**src/mecf_pkg.sv**
```systemverilog
package mecf_pkg;

  localparam int MAX_LINE_PIXELS_DEF = 1024;
  localparam int ELEMENT_SIZE        = 5;
  localparam int HALF_EL             = ELEMENT_SIZE / 2;

  localparam int WIDTH_W  = 11;
  localparam int HEIGHT_W = 13;
  localparam int LEVEL_W  = 9;
  localparam int ROW_W    = 14;
  localparam int CFG_W    = 13;

  localparam int FIFO_DEPTH  = 8;
  localparam int PIPE_STAGES = 5;
  localparam int CNT_W       = $clog2(FIFO_DEPTH + 1);

  localparam logic [1:0] REG_IMAGE_WIDTH    = 2'd0;
  localparam logic [1:0] REG_IMAGE_HEIGHT   = 2'd1;
  localparam logic [1:0] REG_BINARIZE_LEVEL = 2'd2;
  localparam logic [1:0] REG_DETECT_MODE    = 2'd3;

  localparam logic OP_PIXEL = 1'b0;
  localparam logic OP_DRAIN = 1'b1;

  localparam logic MODE_EDGE   = 1'b0;
  localparam logic MODE_CORNER = 1'b1;

  localparam logic [WIDTH_W-1:0]  IMAGE_WIDTH_RST    = 11'd640;
  localparam logic [HEIGHT_W-1:0] IMAGE_HEIGHT_RST   = 13'd480;
  localparam logic [LEVEL_W-1:0]  BINARIZE_LEVEL_RST = 9'h1FF;
  localparam logic                DETECT_MODE_RST    = MODE_CORNER;

  localparam logic [7:0] PIX_MAX = 8'hFF;

  typedef logic [7:0]  pix_t;
  typedef pix_t [4:0]  pix5_t;
  typedef pix_t [2:0]  pix3_t;
  typedef logic [15:0] clo_t;
  typedef clo_t [4:0]  clo5_t;

  typedef struct packed {
    logic [7:0] value;
    logic       frame_end;
  } result_t;

  typedef struct packed {
    logic       valid;
    logic       emit;
    logic       fend;
    logic       mode;
    logic [4:0] j_row_ok;
    logic [4:0] j_col_ok;
    logic [4:0] k_row_ok;
    logic [4:0] k_col_ok;
  } pipe_ctl_t;

  function automatic pix_t max2(input pix_t a, input pix_t b);
    return (a > b) ? a : b;
  endfunction

  function automatic pix_t min2(input pix_t a, input pix_t b);
    return (a < b) ? a : b;
  endfunction

  function automatic pix_t max5(input pix5_t v);
    return max2(max2(max2(v[0], v[1]), max2(v[2], v[3])), v[4]);
  endfunction

  function automatic pix_t min5(input pix5_t v);
    return min2(min2(min2(v[0], v[1]), min2(v[2], v[3])), v[4]);
  endfunction

  function automatic pix_t max3(input pix3_t v);
    return max2(max2(v[0], v[1]), v[2]);
  endfunction

  function automatic pix_t min3(input pix3_t v);
    return min2(min2(v[0], v[1]), v[2]);
  endfunction

endpackage

```
**src/mecf_out_fifo.sv**
```systemverilog
module mecf_out_fifo
  import mecf_pkg::*;
(
  input  logic             clk,
  input  logic             rst_n,
  input  logic             wr_en,
  input  result_t          wr_data,
  input  logic             rd_en,
  output result_t          rd_data,
  output logic [CNT_W-1:0] count
);

  localparam int PW = $clog2(FIFO_DEPTH);

  result_t          mem_r [FIFO_DEPTH];
  logic [PW-1:0]    wptr_r;
  logic [PW-1:0]    rptr_r;
  logic [CNT_W-1:0] cnt_r;
  logic [CNT_W-1:0] cnt_nxt;

  always_ff @(posedge clk) begin
    if (wr_en) begin
      mem_r[wptr_r] <= wr_data;
    end
  end

  always_comb begin
    cnt_nxt = cnt_r;
    if (wr_en && !rd_en) begin
      cnt_nxt = cnt_r + CNT_W'(1);
    end else if (!wr_en && rd_en) begin
      cnt_nxt = cnt_r - CNT_W'(1);
    end
  end

  always_ff @(posedge clk) begin
    if (!rst_n) begin
      wptr_r <= '0;
      rptr_r <= '0;
      cnt_r  <= '0;
    end else begin
      if (wr_en) begin
        wptr_r <= wptr_r + PW'(1);
      end
      if (rd_en) begin
        rptr_r <= rptr_r + PW'(1);
      end
      cnt_r <= cnt_nxt;
    end
  end

  assign rd_data = mem_r[rptr_r];
  assign count   = cnt_r;

endmodule

```
**config.mk**
```make
export PLATFORM = sky130hd
export DESIGN_NAME = mecf_out_fifo
export DESIGN_NICKNAME = d
export VERILOG_FILES = /design/src/mecf_pkg.sv /design/src/mecf_out_fifo.sv
export SDC_FILE = /design/constraint.sdc
export NUM_CORES = 1
export LEC_CHECK = 0
export ABC_AREA = 1
export BUFFER_PORTS_ARGS = -buffer_cell sky130_fd_sc_hd__buf_2
export CAP_MARGIN = 20
export CORE_AREA = 3 3 105 107
export CTS_CLUSTER_SIZE = 40
export DETAILED_ROUTE_END_ITERATION = 16
export DIE_AREA = 0 0 108 110
export MAX_ROUTING_LAYER = met4
export PLACE_DENSITY_LB_ADDON = 0.2
export SYNTH_ARGS = -nofsm -noshare
export SYNTH_HDL_FRONTEND = slang
export SYNTH_SLANG_ARGS = --single-unit
export TNS_END_PERCENT = 10
```
**constraint.sdc**
```tcl
create_clock -name clk -period 4.5 [get_ports clk]
set_clock_uncertainty 0.05 [all_clocks]
set_input_delay 0.675 -clock clk [delete_from_list [all_inputs] [get_ports clk]]
set_output_delay 0.675 -clock clk [all_outputs]
set_load 0.02 [all_outputs]
```
==> metrics.md, run 1 <==
| Metric | Value |
|---|---|
| FP Rows | `37` |
| Vias in the first global route | `2224` |
| Critical path class | `reg -> out` |
| Detail Route Antenna Nets | `0` |
| RSZ-0062 raised after global routing | `no` |
| CTS buffer count | `9` |
| Initial Util | `34.5%` |
| Drt first pass iters | `4` |
| Die height | `110 um` |
| Total area of sequential cells | `2420 um2` |
| Die width | `108 um` |
| DRT Wirelength | `7470 um` |
| Worst setup EP type | `output port` |
| Total number of yosys warnings | `0` |
| Area grow syn2layout | `12.5%` |
| Most frequent cells in the layout | `91 x nor2_1, 72 x edfxtp_1, 61 x nand2_1` |
| Antenna cells | `0` |
| Via/cell ratio | `4.55` |
| Fin. Hold Viols | `0` |
| CP Max Fanout | `22` |
| Leakage power | `1.53 nW` |
| Synthesized cell area | `3530 um2` |
| Initial DRC count | `130` |
| CP Launch Type | `flip-flop` |
| Hold slack | `0.453 ns` |
| Synth top area cells | `edfxtp_1 61%, nor2_1 9.7%, dfxtp_1 7.4%` |
| Adder-cell share of the synthesized area | `2.34%` |
| Syn Nets | `341` |
| Largest net degree at the start of global routing | `37` |
| Grt ovf | `0` |
| Final Non-Filler Cells | `493` |
| Share of layout cells above drive strength 1 | `13.4%` |
| Tcrit/Tclk final | `64.3%` |
| Cell count after placement | `478` |
| Area leader, netlist | `edfxtp_1` |
| Simple-Gate Fraction of Synth Area | `17.0%` |
| Post-DP HPWL | `4860 um` |
| Final Setup Violations | `0` |
| H-tree depth | `3` |
| Pins Over Slew Limit | `0` |
| Worst path arrival time | `2.17 ns` |
| Clock transition at path regs | `0.08 ns` |
| Post-synthesis sequential area ratio | `68.7%` |
| Post-Syn Instances | `322` |
| Die Footprint | `11900 um2` |
| Via count | `2241` |
| Worst R2R Path Depth | `2` |
| CTS root buf | `clkbuf_8` |
| Routed WL per cell | `15.1 um` |
| Global-route wire length before repair | `11800 um` |
| Hold buffers post-CTS | `0` |
| GPL Wtd Cong | `0.787` |
| CTS sink cnt | `85` |
| Hold crit path type | `reg -> reg` |
| Post-route setup TNS | `0 ns` |
| Compound-gate portion of the synthesized area | `6.52%` |
| Synthesized flop and latch total | `85` |
| # resized after CTS | `0` |
| CP required | `3.77 ns` |
| MaxCap Viol Count | `0` |
| Slew HR | `30.6%` |
| Setup bufs post-CTS | `0` |
| Mux cell area share after synthesis | `0%` |
| DRC viols | `0` |
| Avg Synthesized Cell Area | `11.0 um2` |
| Core area | `10200 um2` |
| Final #Nets | `372` |
| Worst hold stages | `2` |
| Leading cell type in the layout, fill and taps excluded | `nor2_1` |
| Fill cell count | `996` |
| Boundary Pins | `26` |
| Final core occ | `38.8%` |
| Clock tree from TritonCTS | `yes` |
| GRT Total Usage | `13.9%` |
| Power Density | `421 nW/um2` |
| Multi-input logic area | `937 um2` |
| Post-Synth XOR/XNOR Area | `0.745%` |
| Largest family of logic cells by synthesized area | `simple AND/OR/NAND/NOR gates` |
| Initial antenna violation count | `0` |
| Post-synth top area share | `61.3%` |
| Least-Margin Pin Slew | `1.04 ns` |
| Outcome | `finished clean` |
| Fmax achieved | `345 MHz` |
| Clock insertion delay at the later pin of the skew report | `0.34 ns` |
| Synth cell types | `18` |
| Clk buf depth | `2` |
| Tmin final | `2.89 ns` |
| IO Port Bufs | `25` |
| Peak supply drop | `0.216 mV` |
-- critical path, cell delays in order (launching register included) --
cell and delay (ns):
dfxtp_1 0.87, buf_4 0.34, nor2_1 0.07, nor2_1 0.07
o21ai_1 0.08, nand2_1 0.08, nand2_1 0.05, nand2_1 0.09
buf_2 0.17
-- state kept, by name, summed over array words and instances, names as in the netlist, named ones only --
signal  cells
wptr_r      3
rptr_r      3
mem_r      72
count       4
-- cell usage after synthesis --
cell,instances
ha_1,5
fa_1,1
a21oi_1,5
dfxtp_1,13
inv_4,2
or2_2,2
nor2_1,91
buf_2,2
xnor2_1,1
o21ai_0,11
edfxtp_1,72
nand3_1,3
clkinv_1,1
nand2_1,61
xor2_1,2
o21ai_1,30
inv_1,11
buf_6,9
-- cells by family after synthesis --
kind of cell,after synthesis
DFF,85
adders and majority gates,6
xor gates and xnor gates,3
and+or+nand+nor,157
AOI/OAI and AO/OA,46
buffers and inverters,25
-- final cells by class --
cell class | instances | area share (%)
clock inverter | 5 | 1.92
clock buffer | 10 | 3.22
inverter | 14 | 1.45
tap | 136 | 4.29
sequential | 85 | 61.0
timing repair buffer | 31 | 4.48
multi-input combinational | 212 | 23.6
-- worst paths after layout --
kind / slack [ns] / endpoint / from
worst max-delay path: 1.61 / rd_data[4] / flip-flop
worst min-delay path: 0.45 / wptr_r[0]$_SDFFE_PN0P_ / wptr_r[0]$_SDFFE_PN0P_
worst max register to register: 2.59 / mem_r[4][6]$_DFFE_PP_ / wptr_r[0]$_SDFFE_PN0P_
worst min register to register: 0.45 / wptr_r[0]$_SDFFE_PN0P_ / wptr_r[0]$_SDFFE_PN0P_
-- report_power, final --
group	leakage, nW	internal [mW]	switching, mW
Sequential	0.761	0.879	0.0238
Clock	0.0998	0.307	0.257
Combinational	0.667	0.0700	0.136
-- through the flow --
stage	instance area [um2]	power, mW	setup slack (ns)
after detailed placement	3760	1.13	1.96
after CTS	3970	1.69	1.56
after global placement	3740	1.13	1.99
after floorplan	3530	1.07	2.57
after global routing	3970	1.76	1.32
final	3970	1.67	1.61
-- layer usage --
layer  vias up  track usage, %  share of wire (%)
met2        55            22.9                 48
met5         -               -                  0
met4         0            3.97                1.3
li1       1134               -                  -
met1      1045            16.9                 47
met3         7            3.96                4.3
Note: power is estimated with default switching activity, not from simulation.
==> run 2: changes to the inputs <==
- clock period: 4.5 -> 2.9 ns (I/O delays scaled with it)
==> run 2 against run 1 <==
Net effect:
- utilization is 0.24 points higher
- register-to-register slack worse by 1.1 ns
- sequential cell count stayed put
- sequential power is 54% higher
- final area is 0.63% higher
- via count is 0.13% higher
- critical path depth is 1 lower
- hold slack worse by 0.13 ns
==> metrics.md, run 2 (synthesized netlist as in run 1, its figures left out) <==
| Metric | Value |
|---|---|
| Drt first pass iters | `4` |
| Max FFs per register | `72` |
| Worst setup EP type | `output port` |
| Leading cell type in the layout, fill and taps excluded | `nor2_1` |
| RSZ-0062 raised after global routing | `no` |
| Die width | `108 um` |
| Least-Margin Pin Slew | `0.450 ns` |
| Cell mode on critical path | `nand2_1` |
| Die Footprint | `11900 um2` |
| Critical path class | `reg -> out` |
| GRT Total Usage | `14.2%` |
| CP Max Fanout | `36` |
| CP delay by family, top | `buffers and inverters` |
| Final Worst Setup Slack | `0.646 ns` |
| Tcrit/Tclk final | `77.7%` |
| Antenna cells | `0` |
| Fin. Hold Viols | `0` |
| Reg2reg start | `wptr_r[0]$_SDFFE_PN0P_` |
| Die height | `110 um` |
| # resized after CTS | `0` |
| Final Setup Violations | `0` |
| GPL Wtd Cong | `0.733` |
| Vias in the first global route | `2210` |
| Met2 WL post-DR | `3610 um` |
| MaxCap Viol Count | `0` |
| CP required | `2.41 ns` |
| Levels on crit path | `7` |
| Via/cell ratio | `4.49` |
| Post-route setup TNS | `0 ns` |
| Clock insertion delay at the later pin of the skew report | `0.35 ns` |
| Initial Util | `34.5%` |
| Tmin final | `2.25 ns` |
| CP Launch Type | `flip-flop` |
| Final #Nets | `378` |
| Worst R2R Path Depth | `3` |
| Setup bufs post-CTS | `0` |
| Post-DP HPWL | `4720 um` |
| Worst path arrival time | `1.77 ns` |
| Largest net degree at the start of global routing | `37` |
| Metal3 WL | `337 um` |
| CTS buffer count | `9` |
| Routed WL per cell | `15.2 um` |
| Initial DRC count | `108` |
| Hold buffers post-CTS | `0` |
| Initial antenna violation count | `0` |
| Power Density | `638 nW/um2` |
| Most frequent cells in the layout | `91 x nor2_1, 72 x edfxtp_1, 61 x nand2_1` |
| Crit-path max cell delay | `0.34 ns` |
| CTS root buf | `clkbuf_8` |
| DRC viols | `0` |
| Clock transition at path regs | `0.09 ns` |
| Grt ovf | `0` |
| Area grow syn2layout | `13.2%` |
| Fill cell count | `1028` |
| Leakage power | `1.54 nW` |
| Worst hold stages | `1` |
| Hold crit path type | `in -> reg` |
| Hold Path Sink | `mem_r[1][1]$_DFFE_PP_` |
| DR top layer | `met4` |
| Critical-path cell list | `buf_4 -> inv_4 -> o21ai_1 -> nand2_1 -> nand2_1 -> nand2_1 -> buf_2` |
| Setup slack, reg-to-reg | `1.52 ns` |
| Via count | `2244` |
| Core area | `10200 um2` |
| FP Rows | `37` |
| Largest Register | `mem_r` |
| Crit path max-delay cell type | `dfxtp_1` |
| H-tree depth | `3` |
| Share of layout cells above drive strength 1 | `15.1%` |
| Place WS | `0.966 ns` |
| Hold Crit Start | `wr_data[1]` |
| Clk buf depth | `2` |
| Peak supply drop | `0.359 mV` |
| DRT Wirelength | `7600 um` |
| Reg2Reg Capture Point | `mem_r[4][6]$_DFFE_PP_` |
| Global-route wire length before repair | `11900 um` |
| Outcome | `finished clean` |
| WP buf/inv | `3` |
| CTS sink cnt | `85` |
| Pins Over Slew Limit | `0` |
| Clock tree from TritonCTS | `yes` |
| Fmax achieved | `444 MHz` |
| WL met1 | `3570 um` |
| Boundary Pins | `26` |
| Detail Route Antenna Nets | `0` |
| IO Port Bufs | `25` |
| Slew HR | `69.9%` |
## run 2: worst max-delay path by stage
stage	from	endpoint	slack, ns
after floorplan	rd_en	count[3]$_SDFFE_PN0P_	1.21
after global placement	rd_en	count[3]$_SDFFE_PN0P_	0.99
after detailed placement	rd_en	count[3]$_SDFFE_PN0P_	0.97
after CTS	flip-flop	rd_data[0]	0.61
after global routing	flip-flop	rd_data[4]	0.47
final	flip-flop	rd_data[2]	0.65
## run 2: where the power goes
part           total, mW  switching, mW  internal [mW]
Clock              0.812          0.417          0.395
Combinational      0.347          0.231          0.115
Sequential          1.39         0.0247           1.36
Total               2.55          0.673           1.87
## run 2: worst register-to-register path, stage by stage (launching register included)
cell	delay, ns
dfxtp_1	0.34
or2_2	0.35
nor2_1	0.12
buf_4	0.22
## run 2: stage by stage
step | cells | utilization, % | hold WS, ns | area (um2) | total power, mW
4_1_cts | 500 | 39.0 | 0.298 | 3990 | 2.59
3_5_place_dp | 484 | 37.2 | 0.447 | 3800 | 1.77
2_1_floorplan | 322 | - | 0.419 | 3530 | 1.67
3_3_place_gp | 484 | 37.2 | 0.436 | 3800 | 1.77
5_1_grt | 500 | 39.0 | 0.293 | 3990 | 2.68
6_report | 500 | 39.0 | 0.322 | 3990 | 2.55
## run 2: metal layers
layer  global-route usage, %  up-vias
li1                        -     1148
met1                    18.0     1040
met2                    22.6       46
met3                    3.90       10
met4                    4.24        0
met5                       -        -
## run 2: final cells by class
type	count	area, um2	area share (%)
Clock buffer	10	128	3.20
Tap cell	136	170	4.26
Inverter	14	57.6	1.44
Clock inverter	6	63.8	1.60
Sequential cell	85	2420	60.7
Timing Repair Buffer	37	215	5.39
Multi-Input combinational cell	212	937	23.5
